## src/hdl/pip_pkg.sv

```systemverilog
// ----------------------------------------------------------------------------
// pip_pkg
// Shared types and constants for the winding-number polygon test.
// ----------------------------------------------------------------------------
package pip_pkg;

  localparam int CoordW   = 24;  // port coordinate width
  localparam int DiffW    = 25;  // coordinate difference
  localparam int ProdW    = 50;  // one 25x25 signed product
  localparam int AccW     = 52;  // sum or difference of two products
  localparam int DistW    = 51;  // squared distance, unsigned integer (Q51.0)
  localparam int MagW     = 50;  // magnitude of the edge cross product
  localparam int SqW      = 100; // square of that magnitude
  localparam int RootW    = 26;  // distance, unsigned integer (Q26.0)
  localparam int WindW    = 11;
  localparam int WindLimit = 1023;
  localparam int CntW     = 6;

  typedef enum logic [1:0] {
    ST_OUTSIDE    = 2'd0,
    ST_INSIDE     = 2'd1,
    ST_NOT_SIMPLE = 2'd2
  } status_e;

  typedef enum logic [2:0] {
    E_IDLE,
    E_MUL,
    E_PICK,
    E_SQR,
    E_DIV,
    E_DONE
  } edge_state_e;

  typedef enum logic [2:0] {
    T_IDLE,
    T_EDGE,
    T_CLOSE_START,
    T_CLOSE,
    T_FIN,
    T_ROOT,
    T_HOLD
  } top_state_e;

  // edge unit result, valid while done is high
  typedef struct packed {
    logic             done;
    logic [DistW-1:0] dist_sq;
    logic             up;
    logic             dn;
  } edge_res_t;

endpackage

```

## src/hdl/pip_sqrt.sv

```systemverilog
// ----------------------------------------------------------------------------
// pip_sqrt
// Integer square root, rounded down, one base-4 digit per cycle.
// ----------------------------------------------------------------------------
module pip_sqrt import pip_pkg::*; (
  input  logic             clk_i,
  input  logic             rst_ni,
  input  logic             start_i,
  input  logic [DistW-1:0] value_i,
  output logic             done_o,
  output logic [RootW-1:0] root_o
);

  localparam int RemW = RootW + 2;

  logic               busy_q, done_q;
  logic [4:0]         cnt_q;
  logic [2*RootW-1:0] val_q;
  logic [RemW-1:0]    rem_q, rem_sh, trial;
  logic [RootW-1:0]   root_q;

  assign rem_sh = {rem_q[RemW-3:0], val_q[2*RootW-1 -: 2]};
  assign trial  = {root_q, 2'b01};

  always_ff @(posedge clk_i or negedge rst_ni) begin
    if (!rst_ni) begin
      busy_q <= 1'b0;
      done_q <= 1'b0;
      cnt_q  <= '0;
    end else begin
      done_q <= 1'b0;
      if (start_i) begin
        busy_q <= 1'b1;
        cnt_q  <= '0;
      end else if (busy_q) begin
        cnt_q <= cnt_q + 1'b1;
        if (cnt_q == 5'(RootW - 1)) begin
          busy_q <= 1'b0;
          done_q <= 1'b1;
        end
      end
    end
  end

  always_ff @(posedge clk_i) begin
    if (start_i) begin
      val_q  <= (2*RootW)'(value_i);
      rem_q  <= '0;
      root_q <= '0;
    end else if (busy_q) begin
      val_q <= val_q << 2;
      if (rem_sh >= trial) begin
        rem_q  <= rem_sh - trial;
        root_q <= {root_q[RootW-2:0], 1'b1};
      end else begin
        rem_q  <= rem_sh;
        root_q <= {root_q[RootW-2:0], 1'b0};
      end
    end
  end

  assign done_o = done_q;
  assign root_o = root_q;

endmodule

```

## config.mk

```make
export PLATFORM = sky130hd
export DESIGN_NAME = pip_sqrt
export DESIGN_NICKNAME = d
export VERILOG_FILES = /design/src/hdl/pip_pkg.sv /design/src/hdl/pip_sqrt.sv
export SDC_FILE = /design/constraint.sdc
export NUM_CORES = 1
export LEC_CHECK = 0
export BUFFER_PORTS_ARGS = -buffer_cell sky130_fd_sc_hd__buf_4
export CORE_MARGIN = 8
export CORE_UTILIZATION = 50
export DETAILED_ROUTE_END_ITERATION = 10
export GPL_ROUTABILITY_DRIVEN = 0
export GPL_TIMING_DRIVEN = 0
export PLACE_DENSITY = 0.8
export SLEW_MARGIN = 15
export SYNTH_ARGS = -nofsm -noshare
export SYNTH_HDL_FRONTEND = slang
export SYNTH_SLANG_ARGS = --single-unit
```

## constraint.sdc

```tcl
create_clock -name clk_i -period 2.2 [get_ports clk_i]
set_input_delay 0.33 -clock clk_i [delete_from_list [all_inputs] [get_ports clk_i]]
set_output_delay 0.33 -clock clk_i [all_outputs]
set_load 0.005 [all_outputs]
```

-- Word-level counts from Yosys, hierarchy flattened
Cells that the tools add are included.
- register bits after elaboration: 111
- bits of input ports: 54
- output and inout bits: 27
- bits in read-only memories: 0
- latch bits: 0
- memories: 0
- RAM bits: 0
- logic and storage cells: 24
- muxes and demuxes: 12
- eq/ne operators: 1
- add/subtract/negate cells: 2
- div/mod/pow operators: 0
- shift operators: 0
- reductions and logical operators: 1
- multipliers: 0
- $lt $le $gt $ge: 1
- bitwise logic cells: 0
- operators by type and width (kind ; count):
    $mux W51 ; 2
    $ge A28 B28 Y1 ; 1
    $mux W26 ; 1
    $sub A26 B26 Y26 ; 1
    $mux W5 ; 2
    $mux W1 ; 7
    $add A5 B1 Y5 const B ; 1
    $eq A5 B5 Y1 const B ; 1
    $reduce_bool A2 Y1 ; 1

-- Logic depth before layout (Yosys ltp)
- depth after elaboration: 4
- gate-level depth with buffers: 13
- mapped depth without buffers: 9

-- Least setup slack after synthesis
Ideal clock, no wire load.
- path kind: reg-to-reg
- start: register root_q[0] (netlist: root_o[0])
- end: register rem_q[10]
- library setup time: 0.132 ns
- buffers on the path: 2
- path slack: -0.215 ns
- period minus slack after synthesis: 2.415 ns
- arrival: 2.283 ns
- stages on the path, launching flop included: 12
- data required time: 2.068 ns
- cell sequence: dfxtp_1 > inv_1 > ha_1 > nor2b_1 > o31ai_1 > a21o_1 > a21oi_2 > o21ba_1 > buf_6 > buf_8 > o41ai_2 > nor3_1
- word-level cells in the longest chain between the ends: 2
- elaborated cells between the ends (all ways): 3
- classes of those cells: add/sub: 1; order compare: 1; mux: 1
- RTL lines (element ; RTL line ; text):
    start, declared ; pip_sqrt.sv:20 ; logic [RootW-1:0] root_q;
    start signal, assigned ; pip_sqrt.sv:54 ; root_q <= {root_q[RootW-2:0], 1'b1};
    start signal, assigned ; pip_sqrt.sv:57 ; root_q <= {root_q[RootW-2:0], 1'b0};
    $sub A26 B26 Y26 or $ge A28 B28 Y1 (tied branches) ; pip_sqrt.sv:53, pip_sqrt.sv:52 ;
    $mux W26 * ; pip_sqrt.sv:52 ; if (rem_sh >= trial) begin
    end signal, assigned ; pip_sqrt.sv:53 ; rem_q <= rem_sh - trial;
    end signal, assigned ; pip_sqrt.sv:56 ; rem_q <= rem_sh;
    end, declared ; pip_sqrt.sv:19 ; logic [RemW-1:0] rem_q, rem_sh, trial;
Every way passes the cells marked *; elsewhere a longest branch is shown, timed or not.
A chain may end at the register's enable or synchronous reset.

-- Final worst setup path
- start: register root_q[19] (netlist: root_o[19])
- end: register rem_q[15]
- word-level cells in the longest chain between the ends: 2
- RTL lines (element ; RTL line):
    $ge A28 B28 Y1 ; pip_sqrt.sv:52
    $mux W26 ; pip_sqrt.sv:52
No other way between the ends.

==> reports/metrics.cfg <==
[run_status]
outcome=finished with violations
failed_checks=setup timing

[sta]
final_max_slew_viol_count=0
worst_margin_slew_ns=0.814
setup_slack_ns=-0.258
final_period_minus_worst_setup_slack_ns=2.46
slew-limit-headroom=0.457
grt_setup_unrepaired=yes
clock-skew-final_ns=0.0126
timing.hold.ws_ns=0.251
fin_crit_sh=1.12
finalHoldViolCount=0
achievable-frequency_ghz=0.407
setup_viol_count_final=28
totalNegativeSetupSlack_ns=-3.83

[finish]
post_route_cells_drive_above_1_share=0.501
filler_cell_count=838
diodes=0
fin_cells=967
final_net_count=874
postLayoutCoreUtil=0.721
area_growth_pct=42.0

[pwr]
static-leakage-power_uw=0.00375
vdd.ir_drop.worst_mv=0.651
cellPowerDensity_nw_per_um2=1410

[logic_synthesis]
synth.mux.area_fraction=0.128
synth-adder-area-share=0.0593
netlist_instances=627
synth.yosys.seq_area_share=0.437
synth_nets=711
ys.flop_type=sky130_fd_sc_hd__dfxtp_1
synth_cell_types=64
ys_seq_elements=111
synth_compound_area_frac=0.162
synth.yosys.warnings=0
synth-edff-count=51
synthesis.area_um2=6330
yosys.area_share.xor_xnor=0.0318
async_reset_ff_frac=0.0631
postSynthAreaPerCell_um2=10.1
main_combinational_cell_family_by_area_after_synthesis=compound AO/OA/AOI/OAI gates
yosys.area_share.simple=0.131

[global_routing]
grt_pass1_wl_mm=29.9
number_of_antenna_violations_at_the_first_check_in_global_routing=0
grt_pass1_vias=6037
pin_count_of_the_biggest_net_entering_global_routing=32
grt_overflow_total=0
grt_usage=0.228

[critical_path]
crit_path_max_fanout=5
critPathRequiredTime_ns=2.45
cpPeakStageDelay_ns=0.34
crit_path_top_delay_cell=sky130_fd_sc_hd__dfxtp_2
setup.worst_path.end_class=flop
path_class=flop to flop
cell_by_cell_trace_of_the_critical_path=inv_2 -> ha_4 -> a21o_1 -> a21oi_4 -> nor3b_4 -> a221oi_4 -> buf_4 -> o21bai_4 -> buf_6 -> nand3_2 -> a311oi_1
worstSetupStartpointType=flop
worstPathArrival_ns=2.71

[floorplan]
placeableCoreArea_um2=12500
dieHeight_um=129
start_util=0.508
fp-row-count=41
floorplan.die_area_um2=16500
top_level_port_count=81
die_width_um=129

[routing]
post_drt_via_cell_ratio=6.13
antenna_violating_nets_post_route=0
drt-wirelength-per-cell_um=21.3
routed_wirelength_mm=20.6
drt_iter0_drc=638
num_vias=5932
dr.pass1.iters=6
drc=0

[clock_network]
tritoncts.num_buffers=9
cts_sinks=111
clock-root-buffer=sky130_fd_sc_hd__clkbuf_16
ctsHtreeMaxLevel=3
insertion_delay_ns=0.37
cts.reportedPaths.clkPinSlew_ns=0.08
tritoncts=built
cts_max_path_buffers=2

[min_path]
hp-class=input port to flop

[placement]
port_buf_inserts=79
dpl.cell_count=879
place_hpwl_mm=12.3
placement.setup.worst_slack_ns=-0.442

[flow_run]
timing.max_cap.violations=0

worst max-delay path: cells and delay by family (launching register included):
| family | cells | cell delay [ns] |
|---|---|---|
| DFF | 1 | 0.34 |
| adders and majority gates | 1 | 0.25 |
| and+or+nand+nor | 2 | 0.30 |
| buffers and inverters | 3 | 0.39 |
| AOI/OAI and AO/OA | 5 | 1.05 |
worst paths after layout:
kind | to | slack, ns | cells after the start | start
worst max-delay path | rem_q[15] | -0.26 | 11 | root_o[19]
worst min-delay path | val_q[0] | 0.25 | 2 | value_i[0]
worst max register to register | rem_q[15] | -0.26 | 11 | root_o[19]
worst min register to register | val_q[51] | 0.52 | 2 | val_q[49]
max in group asynchronous | cnt_q[1] | 1.77 | 2 | rst_ni
min in group asynchronous | cnt_q[0] | 0.31 | 2 | rst_ni
sequential cells by signal (all words and copies together) (netlist names):
| signal | count |
|---|---|
| cnt_q | 5 |
| root_o | 26 |
| rem_q | 26 |
| busy_q | 1 |
| val_q | 52 |
| done_o | 1 |
metrics by stage:
stage	cell area [um^2]	total power (uW)
4_1_cts	8560	11100
3_5_place_dp	7400	7750
6_report	8990	12700
3_3_place_gp	7380	7580
5_1_grt	8990	13100
2_1_floorplan	6570	6580
per-layer routing:
metal  vias up  GRT usage  wire [um]
met4         0      0.144       1100
li1       2626          -          -
met3       115     0.0935       2270
met1      2786      0.246       7580
met5         -          0          0
met2       405      0.367       9650
what timing repair did:
item                                   CTS  global route
hold buffers                             1             0
setup buffers                           52            22
resized for setup                      109            72
endpoints found under the hold margin    7             0
cloned                                   3             0
setup endpoints to repair               47            31
pin swaps                               42            55
area by class of cell:
type / count / area, um^2 / area share
Tap cell: 172 / 215 / 0.0239
Clock inverter: 7 / 83.8 / 0.00933
Sequential cell: 111 / 2820 / 0.314
Multi-Input combinational cell: 442 / 4070 / 0.452
Clock buffer: 9 / 225 / 0.0251
Buffer: 31 / 186 / 0.0207
Inverter: 37 / 139 / 0.0155
Timing Repair Buffer: 158 / 1250 / 0.139
report_power, final:
group	total, uW	internal [uW]	switching, uW	leakage (uW)
Sequential	2770	2490	283	0.00108
Clock	1750	908	837	0.000150
Combinational	8190	3900	4290	0.00252
cells in the mapped netlist (12+ instances only):
cell	number	area [um^2]
sky130_fd_sc_hd__nor2_1	75	282
sky130_fd_sc_hd__dfxtp_1	53	1060
sky130_fd_sc_hd__edfxtp_1	51	1530
sky130_fd_sc_hd__mux2_2	49	552
sky130_fd_sc_hd__inv_1	37	139
sky130_fd_sc_hd__ha_1	30	375
sky130_fd_sc_hd__nand2_1	29	109
sky130_fd_sc_hd__mux2i_1	26	260
sky130_fd_sc_hd__a21oi_1	24	120
sky130_fd_sc_hd__nand3_1	22	110
sky130_fd_sc_hd__clkbuf_1	19	71.3
sky130_fd_sc_hd__a311oi_1	13	114
sky130_fd_sc_hd__a31oi_1	12	75.1
sky130_fd_sc_hd__o21ai_0	12	60.1
sky130_fd_sc_hd__xor2_1	12	105
logic make-up after synthesis:
family                   Yosys count
AND/OR/NAND/NOR                  176
AO/OA/AOI/OAI                    138
flip-flops                       111
multiplexers                      75
buffers and inverters             74
adder cells (fa/ha/maj)           30
XOR/XNOR                          23
cells in the final DEF (no fill, tap or decap), drive strengths merged, types with 4 or more instances in the layout:
cell / synthesis / final
mux2: 49 / 49
o21ai: 21 / 21
nand2: 29 / 29
buf: 18 / 172
mux2i: 26 / 26
a31oi: 12 / 12
o41ai: 4 / 4
or2: 4 / 4
nor2: 76 / 76
nor3b: 6 / 6
xnor2: 11 / 11
o21bai: 4 / 4
o211ai: 6 / 6
o21a: 5 / 5
and3: 6 / 6
edfxtp: 51 / 51
a311oi: 13 / 13
xor2: 12 / 12
o31ai: 7 / 7
ha: 30 / 30
nor3: 6 / 6
dfxtp: 53 / 53
a21o: 11 / 11
dfrtp: 7 / 7
nand3: 22 / 22
a21oi: 27 / 27
clkbuf: 19 / 25
inv: 37 / 41
a211oi: 4 / 4
nand4: 8 / 8
a41oi: 5 / 5
Power figures use the tool's default switching activity.
