### src/hdl/pip_pkg.sv
// ----------------------------------------------------------------------------
// pip_pkg
// Shared types and constants for the winding-number polygon test.
// ----------------------------------------------------------------------------
package pip_pkg;

  localparam int CoordW   = 24;  // port coordinate width
  localparam int DiffW    = 25;  // coordinate difference
  localparam int ProdW    = 50;  // one 25x25 signed product
  localparam int AccW     = 52;  // sum or difference of two products
  localparam int DistW    = 51;  // squared distance, unsigned integer (Q51.0)
  localparam int MagW     = 50;  // magnitude of the edge cross product
  localparam int SqW      = 100; // square of that magnitude
  localparam int RootW    = 26;  // distance, unsigned integer (Q26.0)
  localparam int WindW    = 11;
  localparam int WindLimit = 1023;
  localparam int CntW     = 6;

  typedef enum logic [1:0] {
    ST_OUTSIDE    = 2'd0,
    ST_INSIDE     = 2'd1,
    ST_NOT_SIMPLE = 2'd2
  } status_e;

  typedef enum logic [2:0] {
    E_IDLE,
    E_MUL,
    E_PICK,
    E_SQR,
    E_DIV,
    E_DONE
  } edge_state_e;

  typedef enum logic [2:0] {
    T_IDLE,
    T_EDGE,
    T_CLOSE_START,
    T_CLOSE,
    T_FIN,
    T_ROOT,
    T_HOLD
  } top_state_e;

  // edge unit result, valid while done is high
  typedef struct packed {
    logic             done;
    logic [DistW-1:0] dist_sq;
    logic             up;
    logic             dn;
  } edge_res_t;

endpackage

### src/hdl/pip_edge.sv
// ----------------------------------------------------------------------------
// pip_edge
// Squared point-to-segment distance and winding crossing for one edge.
// One shared 25x25 multiplier, then bit-serial squaring and division.
// ----------------------------------------------------------------------------
module pip_edge import pip_pkg::*; (
  input  logic                     clk_i,
  input  logic                     rst_ni,
  input  logic                     start_i,
  input  logic signed [CoordW-1:0] ax_i,
  input  logic signed [CoordW-1:0] ay_i,
  input  logic signed [CoordW-1:0] bx_i,
  input  logic signed [CoordW-1:0] by_i,
  input  logic signed [CoordW-1:0] px_i,
  input  logic signed [CoordW-1:0] py_i,
  output edge_res_t                res_o
);

  edge_state_e state_q, state_d;
  logic [CntW-1:0] cnt_q, cnt_d;

  logic signed [CoordW-1:0] ax_q, ay_q, bx_q, by_q, px_q, py_q;
  logic signed [DiffW-1:0]  dx, dy, wx, wy, ex, ey, op_a, op_b;
  logic signed [ProdW-1:0]  prod_q;
  logic signed [AccW-1:0]   den_q, tn_q, cr_q, ww_q, ee_q, prod_ext;
  logic [MagW-1:0]          mag_q, msh_q;
  logic [SqW-1:0]           sq_q, sq_next;
  logic [DistW-1:0]         rem_q, quot_q, dist_q, trial;
  logic                     up_q, dn_q;

  assign dx = DiffW'(bx_q) - DiffW'(ax_q);
  assign dy = DiffW'(by_q) - DiffW'(ay_q);
  assign wx = DiffW'(px_q) - DiffW'(ax_q);
  assign wy = DiffW'(py_q) - DiffW'(ay_q);
  assign ex = DiffW'(px_q) - DiffW'(bx_q);
  assign ey = DiffW'(py_q) - DiffW'(by_q);

  always_comb begin
    case (cnt_q)
      6'd0:    begin op_a = dx; op_b = dx; end
      6'd1:    begin op_a = dy; op_b = dy; end
      6'd2:    begin op_a = wx; op_b = dx; end
      6'd3:    begin op_a = wy; op_b = dy; end
      6'd4:    begin op_a = dx; op_b = wy; end
      6'd5:    begin op_a = dy; op_b = wx; end
      6'd6:    begin op_a = wx; op_b = wx; end
      6'd7:    begin op_a = wy; op_b = wy; end
      6'd8:    begin op_a = ex; op_b = ex; end
      6'd9:    begin op_a = ey; op_b = ey; end
      default: begin op_a = '0; op_b = '0; end
    endcase
  end

  assign prod_ext = AccW'(prod_q);
  assign trial    = {rem_q[DistW-2:0], sq_q[SqW-1]};
  assign sq_next  = (sq_q << 1) + (msh_q[MagW-1] ? SqW'(mag_q) : SqW'(0));

  always_comb begin
    state_d = state_q;
    cnt_d   = cnt_q;
    case (state_q)
      E_IDLE: if (start_i) begin
        state_d = E_MUL;
        cnt_d   = '0;
      end
      E_MUL: begin
        cnt_d = cnt_q + 1'b1;
        if (cnt_q == CntW'(10)) state_d = E_PICK;
      end
      E_PICK: begin
        cnt_d = '0;
        if (den_q == '0 || tn_q <= 0 || tn_q >= den_q) state_d = E_DONE;
        else state_d = E_SQR;
      end
      E_SQR: begin
        cnt_d = cnt_q + 1'b1;
        if (cnt_q == CntW'(MagW - 1)) begin
          state_d = E_DIV;
          cnt_d   = '0;
        end
      end
      E_DIV: begin
        cnt_d = cnt_q + 1'b1;
        if (cnt_q == CntW'(DistW - 1)) state_d = E_DONE;
      end
      E_DONE:  state_d = E_IDLE;
      default: state_d = E_IDLE;
    endcase
  end

  always_ff @(posedge clk_i or negedge rst_ni) begin
    if (!rst_ni) begin
      state_q <= E_IDLE;
      cnt_q   <= '0;
    end else begin
      state_q <= state_d;
      cnt_q   <= cnt_d;
    end
  end

  always_ff @(posedge clk_i) begin
    prod_q <= op_a * op_b;
    case (state_q)
      E_IDLE: if (start_i) begin
        ax_q <= ax_i; ay_q <= ay_i; bx_q <= bx_i; by_q <= by_i;
        px_q <= px_i; py_q <= py_i;
        den_q <= '0; tn_q <= '0; cr_q <= '0; ww_q <= '0; ee_q <= '0;
      end
      E_MUL: begin
        case (cnt_q)
          6'd1, 6'd2:  den_q <= den_q + prod_ext;
          6'd3, 6'd4:  tn_q  <= tn_q + prod_ext;
          6'd5:        cr_q  <= cr_q + prod_ext;
          6'd6:        cr_q  <= cr_q - prod_ext;
          6'd7, 6'd8:  ww_q  <= ww_q + prod_ext;
          6'd9, 6'd10: ee_q  <= ee_q + prod_ext;
          default: ;
        endcase
      end
      E_PICK: begin
        up_q  <= (ay_q <= py_q) && (by_q > py_q) && (cr_q > 0);
        dn_q  <= (ay_q > py_q) && (by_q <= py_q) && (cr_q < 0);
        mag_q <= cr_q[AccW-1] ? MagW'(-cr_q) : MagW'(cr_q);
        msh_q <= cr_q[AccW-1] ? MagW'(-cr_q) : MagW'(cr_q);
        sq_q  <= '0;
        if (den_q == '0 || tn_q <= 0) dist_q <= DistW'(ww_q);
        else dist_q <= DistW'(ee_q);
      end
      E_SQR: begin
        msh_q <= msh_q << 1;
        if (cnt_q == CntW'(MagW - 1)) begin
          // quotient fits DistW bits, so the top part starts below den
          rem_q  <= DistW'(sq_next >> DistW);
          sq_q   <= sq_next << (SqW - DistW);
          quot_q <= '0;
        end else begin
          sq_q <= sq_next;
        end
      end
      E_DIV: begin
        sq_q <= sq_q << 1;
        if (trial >= DistW'(den_q)) begin
          rem_q  <= trial - DistW'(den_q);
          quot_q <= {quot_q[DistW-2:0], 1'b1};
        end else begin
          rem_q  <= trial;
          quot_q <= {quot_q[DistW-2:0], 1'b0};
        end
        if (cnt_q == CntW'(DistW - 1)) begin
          dist_q <= (trial >= DistW'(den_q)) ? {quot_q[DistW-2:0], 1'b1}
                                             : {quot_q[DistW-2:0], 1'b0};
        end
      end
      default: ;
    endcase
  end

  assign res_o.done    = (state_q == E_DONE);
  assign res_o.dist_sq = dist_q;
  assign res_o.up      = up_q;
  assign res_o.dn      = dn_q;

endmodule

### config.mk
export PLATFORM = sky130hd
export DESIGN_NAME = pip_edge
export DESIGN_NICKNAME = d
export VERILOG_FILES = /design/src/hdl/pip_pkg.sv /design/src/hdl/pip_edge.sv
export SDC_FILE = /design/constraint.sdc
export NUM_CORES = 2
export LEC_CHECK = 0
export BUFFER_PORTS_ARGS = -buffer_cell sky130_fd_sc_hd__buf_2
export CORE_ASPECT_RATIO = 1.75
export CORE_MARGIN = 2
export CORE_UTILIZATION = 30
export DETAILED_ROUTE_END_ITERATION = 7
export GPL_TIMING_DRIVEN = 0
export PLACE_DENSITY = 0.47
export SYNTH_ARGS = -nofsm -noshare
export SYNTH_HDL_FRONTEND = slang
export SYNTH_SLANG_ARGS = --single-unit
### constraint.sdc
create_clock -name clk_i -period 15.1 [get_ports clk_i]
set_input_delay 1.51 -clock clk_i [delete_from_list [all_inputs] [get_ports clk_i]]
set_output_delay 1.51 -clock clk_i [all_outputs]
set_load 0.05 [all_outputs]
=== Word level (Yosys, flattened, before mapping) ===
Index checks and enable logic that the tools add are counted.

* Output and inout port bits: 54
* Logic and storage cells: 148
* Register bits: 816

* $add $sub $neg: 16
* Equality and inequality tests: 26
* Magnitude comparators: 9
* $mul: 1
* Reduce and logical (&&, ||, !) cells: 38
* Mux-type cells: 36

{| class="wikitable"
|+ Operators with widths
! cell !! count
|-
| $pmux 52 s2 || 6
|-
| $pmux 100 s3 || 1
|-
| $pmux 25 s6 || 2
|-
| $pmux 50 s2 || 3
|-
| $add 52x50->52 || 5
|-
| $mux 52 || 5
|-
| $mux 50 || 5
|-
| $sub 24x24->25 || 6
|-
| $mux 51 || 2
|-
| $pmux 51 s2 || 1
|-
| $add 100x50->100 || 1
|-
| $mux 100 || 1
|-
| $ge 52x52->1 || 1
|-
| $gt 52x1->1 const B || 1
|-
| $le 52x1->1 const B || 1
|-
| $logic_not 52->1 || 1
|-
| $lt 52x1->1 const B || 1
|-
| $sub 52x50->52 || 1
|-
| $ge 51x51->1 || 1
|-
| $mul 25x25->50 || 1
|-
| $neg 50->50 || 1
|-
| $sub 50x50->50 || 1
|-
| $gt 24x24->1 || 2
|-
| $le 24x24->1 || 2
|-
| other kinds (28) || 74
|}

=== Logic depth before layout (Yosys ltp) ===
* Word-level depth: 5
* Depth in mapped cells: 41

=== Least setup slack after synthesis ===
OpenSTA, ideal clock, no wires.

* Kind: register to register
* Start point: register ax_q[1]
* End point: register prod_q[48]
* Clock period less this slack: 9.226 ns
* Data required time: 14.982 ns
* Arrival: 9.108 ns
* Setup time: 0.118 ns
* Setup slack: 5.874 ns
* Cell stages (with the launch flop): 40
* Buffers on the path: 2
* Cells stage by stage: edfxtp_1 > inv_1 > ha_1 > nor2b_1 > o31a_1 > o41a_1 > a21oi_1 > nor4_1 > o41ai_1 > o21ai_0 > xor2_1 > a2bb2oi_1 > o2111ai_1 > clkbuf_1 > nand2_1 > fa_1 > inv_1 > fa_1 > [4 not listed] > fa_1 > fa_1 > inv_1 > fa_1 > inv_1 > ha_1 > clkbuf_1 > a21o_1 > a21oi_1 > o21ai_0 > a211oi_1 > o21ai_0 > nand3_1 > and4_1 > o21ai_0 > nand4_1 > a31o_2 > xnor2_1

* Longest elaborated chain between the ends: 3
* Elaborated cells between the ends (all ways): 5

{| class="wikitable"
|+ Ends and longest elaborated chain
! element !! RTL line !! text
|-
| start: declaration || pip_edge.sv:22 || <nowiki>logic signed [CoordW-1:0] ax_q, ay_q, bx_q, by_q, px_q, py_q;</nowiki>
|-
| start signal: assignment || pip_edge.sv:105 || <nowiki>ax_q <= ax_i; ay_q <= ay_i; bx_q <= bx_i; by_q <= by_i;</nowiki>
|-
| $sub 24x24->25 (on tied branches) || pip_edge.sv:33, pip_edge.sv:31 ||
|-
| $pmux 25 s6 || pip_edge.sv:39 || <nowiki>case (cnt_q)</nowiki>
|-
| $mul 25x25->50 * || pip_edge.sv:102 || <nowiki>prod_q <= op_a * op_b;</nowiki>
|-
| end signal: assignment || pip_edge.sv:102 ||
|-
| end: declaration || pip_edge.sv:24 || <nowiki>logic signed [ProdW-1:0] prod_q;</nowiki>
|}

Mark *: on every way between the ends. The rest lies on a longest branch, timed or not.
A chain may end at the register's enable or synchronous reset.

=== Worst setup path after layout ===
* Start point: register bx_q[0]
* End point: register prod_q[48]

* Longest elaborated chain between the ends: 3
* Elaborated cells between the ends (all ways): 5

{| class="wikitable"
|+ Ends and longest elaborated chain
! element !! RTL line
|-
| start: declaration || pip_edge.sv:22
|-
| start signal: assignment || pip_edge.sv:105
|-
| $sub 24x24->25 (on tied branches) || pip_edge.sv:35, pip_edge.sv:31
|-
| $pmux 25 s6 || pip_edge.sv:39
|-
| $mul 25x25->50 * || pip_edge.sv:102
|}

Marked as above.

==> impl_metrics.json <==
{
  "routabilityCongestion": 0.986,
  "globalRouteMet3Util": 0.0246,
  "final_cell_area_um2": 93600,
  "crit_required_ps": 15670,
  "layout-drive-gt1-share": 0.0496,
  "h-tree-depth": 3,
  "synth_edf_count": 755,
  "synthTopCellsByArea": "edfxtp_1 (27%), fa_1 (16%), ha_1 (10%)",
  "async_flop_share": 0.0111,
  "ys_types": 90,
  "syn-mean-instance-area_um2": 9.27,
  "ys_seq_elements": 814,
  "fin_crit_ps": 14230,
  "cp_slowest_cell": "o2111ai_1",
  "antenna_found_initial": 15,
  "tritoncts": "built",
  "fin_setup_tns_ps": 0,
  "hp-class": "reg -> reg",
  "setup_ws_ps": 868,
  "grtUsageTotal": 0.247,
  "drc_errors": 0,
  "grt_util_met2": 0.455,
  "die_w_um": 405,
  "syn_to_final_growth_pct": 11.1,
  "clk_path_buf_depth": 3,
  "grt_pass1_wl_mm": 508,
  "synth_sequential_area_ratio": 0.284,
  "slew_viol_final": 0,
  "cp_top_family": "adder cells",
  "drt_iter0_drc": 4588,
  "clock_latency_ps": 750,
  "viasPerCell": 5.38,
  "dpl_worst_slack_ps": 974,
  "gr-total-overflow": 0,
  "rows": 257,
  "hold_violations": 0,
  "first_pass_iters": 8,
  "grt_max_degree": 82,
  "die_h_um": 705,
  "cts-root-buf": "clkbuf_16",
  "cts_buffers": 92,
  "slowest_delay_ps": 1230,
  "critPathMaxFanout": 11,
  "rsz0062_at_grt": "no",
  "gr-usage-met1": 0.232,
  "layout.nets": 10900,
  "critPathLaunchType": "register",
  "dieArea_um2": 285000,
  "clock_skew_ps": 58.6,
  "violations": "capacitance limit",
  "holdWs_ps": 528,
  "portBuffers": 200,
  "cts_resized": 0,
  "ys_warn_count": 0,
  "clk_pin_slew_ps": 60,
  "syn_inst": 9085,
  "fmax_mhz": 70.3,
  "netlist_area_um2": 84200,
  "start_util": 0.301,
  "syn-num-nets": 10600,
  "ant_nets": 0,
  "crit_path_end_kind": "register",
  "wirelength_mm": 357,
  "worstPathArrival_ps": 14800,
  "r2r_slack_ps": 870,
  "ys.flop_type": "edfxtp_1",
  "postCtsHoldBufs": 0,
  "yosysTopAreaCell": "edfxtp_1",
  "layout_commonest_cell": "inv_1",
  "timing.final.crit_share": 0.943,
  "crit_type": "reg -> reg",
  "status": "complete, but fails checks",
  "yosysTopAreaCellShare": 0.269,
  "cp.buffers_inverters": 8,
  "drv_cap": 2,
  "most-common-layout-cells": "inv_1 (937), nand2_1 (863), nor2_1 (770), edfxtp_1 (755), ha_1 (695)",
  "worst_pin_slew_ps": 1490,
  "post_dp_cell_area_um2": 90400,
  "setup_viol": 0,
  "top_usage_layer": "met2",
  "cts.sinks": 814,
  "dp_hpwl_mm": 299,
  "dr_total_vias": 70600,
  "core_um2": 280000,
  "cts_setup_buffers": 0,
  "ios": 201,
  "grt_pass1_vias": 74200,
  "relSlewSlack": 0.000471,
  "wire_per_inst_um": 27.2
}
state kept, by name (all words and copies together), names as in the netlist, 50 cells and up:
signal and cells:
tn_q 52, dist_q 51, prod_q 50, sq_q 100, mag_q 50, cr_q 52
den_q 52, ww_q 51, ee_q 51, msh_q 50, quot_q 50, rem_q 50
cell families (layout without fill, tap and decap cells):
kind of cell | count (synthesis) | count (layout) | share of synthesized area
other | 0 | 13 | 0
AOI/OAI and AO/OA | 2188 | 2188 | 0.170
and+or+nand+nor | 2750 | 2750 | 0.154
muxes | 74 | 74 | 0.00894
DFF | 814 | 814 | 0.284
adders and majority gates | 1367 | 1367 | 0.263
buffers and inverters | 1289 | 1689 | 0.0575
xor gates and xnor gates | 603 | 603 | 0.0627
tightest hold or removal path: cells and delay by family, from the launching register on:
| kind | cells | cell delay, ps |
|---|---|---|
| and+or+nand+nor | 2 | 100 |
| DFF | 1 | 330 |
metal layers:
| metal | part of all wire | up-vias |
|---|---|---|
| met3 | 0.036 | 1023 |
| met2 | 0.52 | 2280 |
| met1 | 0.33 | 34800 |
| met5 | 0.000036 | - |
| li1 | - | 32500 |
| met4 | 0.12 | 2 |
final cells by class:
class                           instances  area [um2]
Tap cell                             3626        4540
Clock buffer                          104        2380
Fill cell                           29200      186000
Multi-Input combinational cell       6982       55600
Inverter                              940        3530
Timing Repair Buffer                  231        1540
Sequential cell                       814       23900
Clock inverter                         65         723
Buffer                                349        1330
Antenna cell                           13        32.5
final timing paths:
kind / end / cells after the start / start
worst max register to register: prod_q[48] / 36 / bx_q[0]
worst max-delay path: prod_q[48] / 36 / bx_q[0]
worst min register to register: msh_q[30] / 2 / msh_q[29]
max in group asynchronous: cnt_q[4] / 1 / rst_ni
worst min-delay path: msh_q[30] / 2 / msh_q[29]
min in group asynchronous: cnt_q[0] / 1 / rst_ni
cell usage after synthesis, types with 184 or more instances:
master,count
clkbuf_1,326
xnor2_1,372
a21o_1,315
o21ai_0,410
inv_1,940
nand2_1,865
fa_1,672
ha_1,695
edfxtp_1,755
nor2_1,771
a21oi_1,532
xor2_1,231
and2_1,184
per-stage QoR:
step           utilization  cells
4_1_cts              0.334  13100
2_1_floorplan            -   9085
3_3_place_gp         0.321  12900
6_report             0.334  13100
5_1_grt              0.334  13100
3_5_place_dp         0.323  12900
Power is left out: the tool's default activity adds up to more than one toggle a clock period on the data nets, which glitch-free logic cannot reach.
